==> config.mk <==
export PLATFORM = sky130hd
export DESIGN_NAME = blit_rect_clipper
export DESIGN_NICKNAME = d
export VERILOG_FILES = /design/src/rtl/brc_pkg.sv /design/src/rtl/brc_axis_clip.sv /design/src/rtl/blit_rect_clipper.sv
export SDC_FILE = /design/constraint.sdc
export NUM_CORES = 1
export LEC_CHECK = 0
export ABC_CLOCK_PERIOD_IN_PS = 14920
export BUFFER_PORTS_ARGS = -buffer_cell sky130_fd_sc_hd__buf_2
export CORE_ASPECT_RATIO = 1.1
export CORE_UTILIZATION = 35
export DETAILED_ROUTE_END_ITERATION = 16
export SLEW_MARGIN = 10
export SYNTH_ARGS = -nofsm -noshare
export SYNTH_HDL_FRONTEND = slang
export SYNTH_SLANG_ARGS = --single-unit
==> constraint.sdc <==
create_clock -name clock -period 14.92 [get_ports clock]
set_clock_uncertainty 0.05 [all_clocks]
set_input_delay 0 -clock clock [delete_from_list [all_inputs] [get_ports clock]]
set_output_delay 0 -clock clock [all_outputs]
set_load 0.05 [all_outputs]
==> src/rtl/brc_pkg.sv <==
// ----------------------------------------------------------------------------
// brc_pkg
// Shared widths, types and helpers of the blit rectangle clipper.
// ----------------------------------------------------------------------------
package brc_pkg;

   // width of the destination position register, 8 to 32
   localparam int COORD_BITS = 16;
   localparam int FIELD_BITS = 16;
   // room for source offsets, lengths and cut amounts at full precision
   localparam int WIDE_BITS = ((COORD_BITS > FIELD_BITS) ? COORD_BITS : FIELD_BITS) + 4;

   localparam int REQ_DATA_BITS  = 8 * FIELD_BITS;
   localparam int REQ_USER_BITS  = 2;
   localparam int RSP_DATA_BITS  = 6 * FIELD_BITS;
   localparam int RSP_USER_BITS  = 1;
   localparam int CSR_INDEX_BITS = 2;

   typedef logic signed [WIDE_BITS-1:0]  brc_wide_type;
   typedef logic signed [COORD_BITS-1:0] brc_coord_type;

   typedef enum logic [CSR_INDEX_BITS-1:0] {
      REG_CLIP_LEFT   = 2'd0,
      REG_CLIP_TOP    = 2'd1,
      REG_CLIP_WIDTH  = 2'd2,
      REG_CLIP_HEIGHT = 2'd3
   } brc_reg_type;

   typedef struct packed {
      logic                         src_given;
      logic signed [FIELD_BITS-1:0] src_pos;
      logic [FIELD_BITS-1:0]        src_len;
      logic [FIELD_BITS-1:0]        surf_len;
      brc_coord_type                dst_pos;
      logic signed [FIELD_BITS-1:0] clip_edge;
      logic [FIELD_BITS-1:0]        clip_len;
   } brc_axis_in_type;

   typedef struct packed {
      brc_wide_type  src_pos;
      brc_wide_type  len;
      brc_coord_type dst_pos;
   } brc_axis_out_type;

   function automatic brc_wide_type sext16(logic [FIELD_BITS-1:0] v);
      return brc_wide_type'({{(WIDE_BITS-FIELD_BITS){v[FIELD_BITS-1]}}, v});
   endfunction

   function automatic brc_wide_type zext16(logic [FIELD_BITS-1:0] v);
      return brc_wide_type'({{(WIDE_BITS-FIELD_BITS){1'b0}}, v});
   endfunction

   function automatic brc_wide_type sext_coord(brc_coord_type v);
      return brc_wide_type'({{(WIDE_BITS-COORD_BITS){v[COORD_BITS-1]}}, v});
   endfunction

   // wrap to the destination register width
   function automatic brc_coord_type wrap_coord(brc_wide_type v);
      return brc_coord_type'(v[COORD_BITS-1:0]);
   endfunction

endpackage

==> src/rtl/brc_axis_clip.sv <==
// ----------------------------------------------------------------------------
// brc_axis_clip
// Clips one axis: source to surface, then destination to the clip window.
// ----------------------------------------------------------------------------
module brc_axis_clip
   import brc_pkg::*;
(
   input  brc_axis_in_type  axis_in,
   output brc_axis_out_type axis_out
);

   brc_wide_type  edge_w;
   brc_wide_type  clip_w;
   brc_wide_type  sp_a;
   brc_wide_type  len_a;
   brc_wide_type  lim;
   brc_wide_type  d_lo;
   brc_wide_type  sp_b;
   brc_wide_type  len_b;
   brc_wide_type  d_hi;
   brc_wide_type  len_c;
   brc_coord_type dp_a;
   brc_coord_type dp_b;

   always_comb begin
      edge_w = sext16(axis_in.clip_edge);
      clip_w = zext16(axis_in.clip_len);
      dp_a   = axis_in.dst_pos;
      lim    = '0;

      if (axis_in.src_given) begin
         sp_a  = sext16(axis_in.src_pos);
         len_a = zext16(axis_in.src_len);
         // negative offset: trim length, push destination forward
         if (sp_a < 0) begin
            len_a = len_a + sp_a;
            dp_a  = wrap_coord(sext_coord(dp_a) - sp_a);
            sp_a  = '0;
         end
         lim = zext16(axis_in.surf_len) - sp_a;
         if (lim < len_a) begin
            len_a = lim;
         end
      end else begin
         sp_a  = '0;
         len_a = zext16(axis_in.surf_len);
      end

      // cut at the low clip edge
      d_lo  = edge_w - sext_coord(dp_a);
      sp_b  = sp_a;
      len_b = len_a;
      dp_b  = dp_a;
      if (d_lo > 0) begin
         len_b = len_a - d_lo;
         dp_b  = wrap_coord(sext_coord(dp_a) + d_lo);
         sp_b  = sp_a + d_lo;
      end

      // cut at the high clip edge
      d_hi  = sext_coord(dp_b) + len_b - edge_w - clip_w;
      len_c = len_b;
      if (d_hi > 0) begin
         len_c = len_b - d_hi;
      end

      axis_out.src_pos = sp_b;
      axis_out.len     = len_c;
      axis_out.dst_pos = dp_b;
   end

endmodule

==> src/rtl/blit_rect_clipper.sv <==
// ----------------------------------------------------------------------------
// blit_rect_clipper
// Clips blit requests to the source surface and the destination clip window.
// ----------------------------------------------------------------------------
// An accepted request loads the input register; its result loads the result
// register once that register is free, and is offered from there.
// The block takes one request per cycle; the input side stalls only while both
// registers are full and the result side holds off.
// Reset clears both pipeline valid bits and sets all clip registers to zero.
module blit_rect_clipper
   import brc_pkg::*;
(
   input  logic                      clock,
   input  logic                      reset,
   // request words
   input  logic                      req_tvalid,
   output logic                      req_tready,
   // source_x, source_y, source_w, source_h, surface_width, surface_height,
   // dest_x, dest_y (16 bits each, lowest first)
   input  logic [REQ_DATA_BITS-1:0]  req_tdata,
   // source_rect_given, dest_given
   input  logic [REQ_USER_BITS-1:0]  req_tuser,
   // result words
   output logic                      rsp_tvalid,
   input  logic                      rsp_tready,
   // clipped_src_x, clipped_src_y, clipped_w, clipped_h, clipped_dst_x,
   // clipped_dst_y (16 bits each, lowest first)
   output logic [RSP_DATA_BITS-1:0]  rsp_tdata,
   // visible
   output logic [RSP_USER_BITS-1:0]  rsp_tuser,
   // register writes
   input  logic                      csr_valid,
   output logic                      csr_ready,
   input  logic [CSR_INDEX_BITS-1:0] csr_index,
   input  logic [FIELD_BITS-1:0]     csr_data
);

   logic [FIELD_BITS-1:0] clip_left_ff;
   logic [FIELD_BITS-1:0] clip_top_ff;
   logic [FIELD_BITS-1:0] clip_width_ff;
   logic [FIELD_BITS-1:0] clip_height_ff;

   logic                     in_valid_ff;
   logic [REQ_DATA_BITS-1:0] in_data_ff;
   logic [REQ_USER_BITS-1:0] in_user_ff;
   logic                     out_valid_ff;
   logic [RSP_DATA_BITS-1:0] out_data_ff;
   logic [RSP_USER_BITS-1:0] out_user_ff;
   logic [RSP_DATA_BITS-1:0] out_data_in;
   logic [RSP_USER_BITS-1:0] out_user_in;

   logic             in_move;
   logic             req_take;
   brc_axis_in_type  x_in;
   brc_axis_in_type  y_in;
   brc_axis_out_type x_out;
   brc_axis_out_type y_out;
   logic             vis;
   brc_wide_type     dst_x_w;
   brc_wide_type     dst_y_w;

   assign csr_ready = 1'b1;

   always_ff @(posedge clock) begin
      if (reset) begin
         clip_left_ff   <= '0;
         clip_top_ff    <= '0;
         clip_width_ff  <= '0;
         clip_height_ff <= '0;
      end else if (csr_valid) begin
         unique case (brc_reg_type'(csr_index))
            REG_CLIP_LEFT:   clip_left_ff   <= csr_data;
            REG_CLIP_TOP:    clip_top_ff    <= csr_data;
            REG_CLIP_WIDTH:  clip_width_ff  <= csr_data;
            REG_CLIP_HEIGHT: clip_height_ff <= csr_data;
         endcase
      end
   end

   // advance the input register whenever the result register frees up
   assign in_move    = in_valid_ff && (!out_valid_ff || rsp_tready);
   assign req_tready = !in_valid_ff || in_move;
   assign req_take   = req_tvalid && req_tready;

   always_ff @(posedge clock) begin
      if (reset) begin
         in_valid_ff  <= 1'b0;
         out_valid_ff <= 1'b0;
      end else begin
         if (req_tready) begin
            in_valid_ff <= req_tvalid;
         end
         if (!out_valid_ff || rsp_tready) begin
            out_valid_ff <= in_valid_ff;
         end
      end
   end

   always_ff @(posedge clock) begin
      if (req_take) begin
         in_data_ff <= req_tdata;
         in_user_ff <= req_tuser;
      end
      if (in_move) begin
         out_data_ff <= out_data_in;
         out_user_ff <= out_user_in;
      end
   end

   always_comb begin
      x_in.src_given = in_user_ff[0];
      x_in.src_pos   = in_data_ff[15:0];
      x_in.src_len   = in_data_ff[47:32];
      x_in.surf_len  = in_data_ff[79:64];
      x_in.dst_pos   = in_user_ff[1] ? wrap_coord(sext16(in_data_ff[111:96])) : '0;
      x_in.clip_edge = clip_left_ff;
      x_in.clip_len  = clip_width_ff;

      y_in.src_given = in_user_ff[0];
      y_in.src_pos   = in_data_ff[31:16];
      y_in.src_len   = in_data_ff[63:48];
      y_in.surf_len  = in_data_ff[95:80];
      y_in.dst_pos   = in_user_ff[1] ? wrap_coord(sext16(in_data_ff[127:112])) : '0;
      y_in.clip_edge = clip_top_ff;
      y_in.clip_len  = clip_height_ff;
   end

   brc_axis_clip u_clip_x (
      .axis_in  (x_in),
      .axis_out (x_out)
   );

   brc_axis_clip u_clip_y (
      .axis_in  (y_in),
      .axis_out (y_out)
   );

   always_comb begin
      vis     = (x_out.len > 0) && (y_out.len > 0);
      dst_x_w = sext_coord(x_out.dst_pos);
      dst_y_w = sext_coord(y_out.dst_pos);
      out_user_in = vis;
      out_data_in[79:64]  = dst_x_w[15:0];
      out_data_in[95:80]  = dst_y_w[15:0];
      if (vis) begin
         out_data_in[15:0]  = x_out.src_pos[15:0];
         out_data_in[31:16] = y_out.src_pos[15:0];
         out_data_in[47:32] = x_out.len[15:0];
         out_data_in[63:48] = y_out.len[15:0];
      end else begin
         // pass the raw source corner, zero size
         out_data_in[15:0]  = in_data_ff[15:0];
         out_data_in[31:16] = in_data_ff[31:16];
         out_data_in[47:32] = '0;
         out_data_in[63:48] = '0;
      end
   end

   assign rsp_tvalid = out_valid_ff;
   assign rsp_tdata  = out_data_ff;
   assign rsp_tuser  = out_user_ff;

   a_hidden_zero_size: assert property (@(posedge clock) disable iff (reset)
      (rsp_tvalid && !rsp_tuser[0]) |-> (rsp_tdata[47:32] == '0 && rsp_tdata[63:48] == '0))
      else $error("hidden result carries a nonzero size");

   a_visible_size: assert property (@(posedge clock) disable iff (reset)
      (rsp_tvalid && rsp_tuser[0]) |-> (rsp_tdata[47:32] != '0 && rsp_tdata[63:48] != '0))
      else $error("visible result carries a zero size");

   a_take_loads: assert property (@(posedge clock) disable iff (reset)
      req_take |=> in_valid_ff)
      else $error("accepted request not held in the input register");

   a_stall_holds: assert property (@(posedge clock) disable iff (reset)
      (in_valid_ff && !in_move) |=> (in_valid_ff && $stable(in_data_ff)))
      else $error("stalled request lost from the input register");

   a_move_fills: assert property (@(posedge clock) disable iff (reset)
      in_move |=> out_valid_ff)
      else $error("advanced request missing from the result register");

endmodule

==> impl_metrics.json <==
{
  "grt_pass1_wl_mm": 149.8,
  "synthXorXnorAreaFrac": 0.06983,
  "ant_nets": 0,
  "slew_violations": 0,
  "critPathCaptureType": "flip-flop",
  "busiest_layer": "met2",
  "status": "complete, no violations",
  "criticalPathCategory": "flip-flop to flip-flop",
  "cts_tree": "yes",
  "synth_top_area_frac": 0.2262,
  "ys_ff_latch": 293,
  "cts_made_buffers": 39,
  "synth_fa_ha_area_frac": 0.1990,
  "ys_warn_count": 0,
  "antenna_cells": 0,
  "critPathArrivalTime_ns": 14.34,
  "portBuffers": 251,
  "drtPass1Iterations": 8,
  "finalNetCount": 4489,
  "synth_top_family_by_area": "compound AO/OA/AOI/OAI gates",
  "period_needed_ns": 14.05,
  "report.final.hold_viol_count": 0,
  "synth_cells": 3517,
  "cts-htree-levels": 2,
  "synthTopCellsByArea": "edfxtp_1, ha_1, fa_1, a21oi_1, xnor2_1",
  "io_pins": 253,
  "relSlewSlack": 0.2549,
  "die_y_um": 309.8,
  "vias": 26900,
  "cpPeakStageDelay_ns": 0.66,
  "cts_num_sinks": 293,
  "synth_nets": 4096,
  "synth_edf_count": 227,
  "global_route.usage.met2": 0.4089,
  "global_route.usage.met1": 0.2700,
  "synth_ff_type": "edfxtp_1",
  "min_from": "req_tdata[43]",
  "timing.final.ws_setup_ns": 0.8692,
  "synth_area_sq_um": 30140,
  "min_path_type": "input pin to flip-flop",
  "grt_overflow": 0,
  "area_growth_pct": 18.55,
  "clk_pin_slew_ns": 0.06,
  "async_flop_share": 0,
  "dp_slack_ns": 0.6511,
  "core_area_sq_um": 85060,
  "startpoint_type": "flip-flop",
  "rows": 112,
  "use_met3": 0.02447,
  "clockRootBuffer": "clkbuf_16",
  "setup_viol": 0,
  "grt_max_degree": 67,
  "grt_use_total": 0.2266,
  "hpwl_mm": 80.54,
  "clockBufferDepth": 3,
  "gp_congestion": 0.9541,
  "maxCapViolCount": 0,
  "critical_path_required_ns": 15.21,
  "drt_iter0_markers": 1529,
  "antenna_found_initial": 2,
  "grt_pass1_vias": 25990,
  "wl_per_cell_um": 19.72,
  "yosysUniqueCellTypes": 113,
  "drc": 0,
  "postSynthAreaPerCell_sq_um": 8.569,
  "tightest_slew_ns": 1.114,
  "drive_gt1_frac": 0.1132,
  "yosys.area.top_type": "edfxtp_1",
  "period_share": 0.9417,
  "seq_area_frac_synth": 0.2700,
  "reg2reg_from": "in_data_ff[15]",
  "synthMuxAreaShare": 0.02313,
  "start_util": 0.3543,
  "cp_max_fo": 45,
  "slowest_stage": "o311ai_0",
  "clkLatencyLatePin_ns": 0.60,
  "dieArea_sq_um": 87280,
  "synth-compound-area-share": 0.2119,
  "max_freq_mhz": 71.17,
  "die_x_um": 281.8,
  "finalWirelength_mm": 100.2,
  "startpoint": "in_data_ff[15]",
  "yosys.area_share.simple": 0.1663,
  "vias_per_cell": 5.295
}
[synthesized netlist by cell type (50+ instances only)]
cell type,n
nand2_1,371
inv_1,370
ha_1,340
a21oi_1,318
nor2_1,240
edfxtp_1,227
o21ai_0,168
xnor2_1,168
nor3_1,94
fa_1,86
clkbuf_1,68
xor2_1,67
dfxtp_1,66
o21bai_1,63
a21o_1,62
nand2b_1,54
nand3_1,50
[timing repair]
action                                  CTS  global route
hold buffers                            158             0
setup buffers                             0             2
gates resized for setup                   0            13
endpoints found under the setup margin    0            53
hold endpoints to repair                223             0
[cell families (layout without fill, tap and decap cells)]
logic type               after synthesis  after routing
AND/OR/NAND/NOR                     1052           1052
buffers and inverters                471            894
adder cells (fa/ha/maj)              428            428
AO/OA/AOI/OAI                        968            968
multiplexers                          67             67
XOR/XNOR                             237            237
flip-flops                           293            293
other                                  1              1
[stage by stage]
step                utilization  setup TNS, ns  std cells  hold slack [ns]  cell area [sq um]
floorplan                     -              0       3517          0.04887              30140
global placement         0.3848              0       4849           0.1280              32730
detailed placement       0.3848              0       4849           0.1281              32730
CTS                      0.4191              0       5078         0.008595              35650
global route             0.4200       -0.01887       5080          0.04748              35730
finish                   0.4200              0       5080          0.06384              35730
[worst max-delay path: cells and delay by family (launching register included)]
family	cells	cell delay, ns
compound gates	22	7.12
simple gates	12	2.27
xor+xnor	2	0.61
fa+ha+maj	6	2.24
buf+inv	5	0.86
flops	1	0.61
[layer usage]
metal  vias to the layer above  part of all wire  wire, um
li1                      13330                 -         -
met2                       730              0.49     49470
met3                       193             0.049      4917
met5                         -                 0         0
met4                         0             0.046      4657
met1                     12650              0.41     41150
[layout by cell type, fill, tap and decap left out, types with 25 or more instances in the layout]
cell type      netlist  routed
buf_2               15     251
a21oi_1            318     318
nand2b_1            54      54
fa_1                86      86
and2_1              42      41
nor2b_1             37      36
nor2_1             240     239
dfxtp_1             66      66
nand4_1             26      26
edfxtp_1           227     227
clkbuf_16            0      39
and3_1              28      28
mux2i_1             46      45
nand2_1            371     371
a21o_1              62      62
o21ai_0            168     167
o211ai_1            32      32
xnor2_1            168     168
inv_1              370     370
ha_1               340     340
o21bai_1            63      63
dlygate4sd3_1        0     158
nor3_1              94      94
or3_1               25      25
xor2_1              67      67
o21a_1              46      45
nand3_1             50      50
a211oi_1            44      43
buf_4                2      40
[state kept, by name, summed over array words and instances (netlist names)]
name	flops
clip_top_ff	16
rsp_tdata	96
rsp_tvalid	1
clip_width_ff	16
in_user_ff	2
clip_left_ff	16
clip_height_ff	16
in_valid_ff	1
rsp_tuser	1
in_data_ff	128
[final cells by class]
cell class	instances	area (sq um)
multi-input combinational	2753	20270
clock inverter	27	332.8
clock buffer	44	1005
sequential	293	8138
fill	8634	49340
tap	1140	1426
inverter	373	1400
timing repair buffer	450	3152
[worst paths after layout]
path / end / slack (ns) / cells after the start
hold reg to reg: clip_top_ff[0] / 0.40 / 2
setup / recovery: rsp_tdata[31] / 0.87 / 47
hold / removal: in_data_ff[43] / 0.06 / 2
setup reg to reg: rsp_tdata[31] / 0.87 / 47
Power is not shown: default switching activity piles up to over one toggle a cycle in this logic, so the estimate is an artifact.
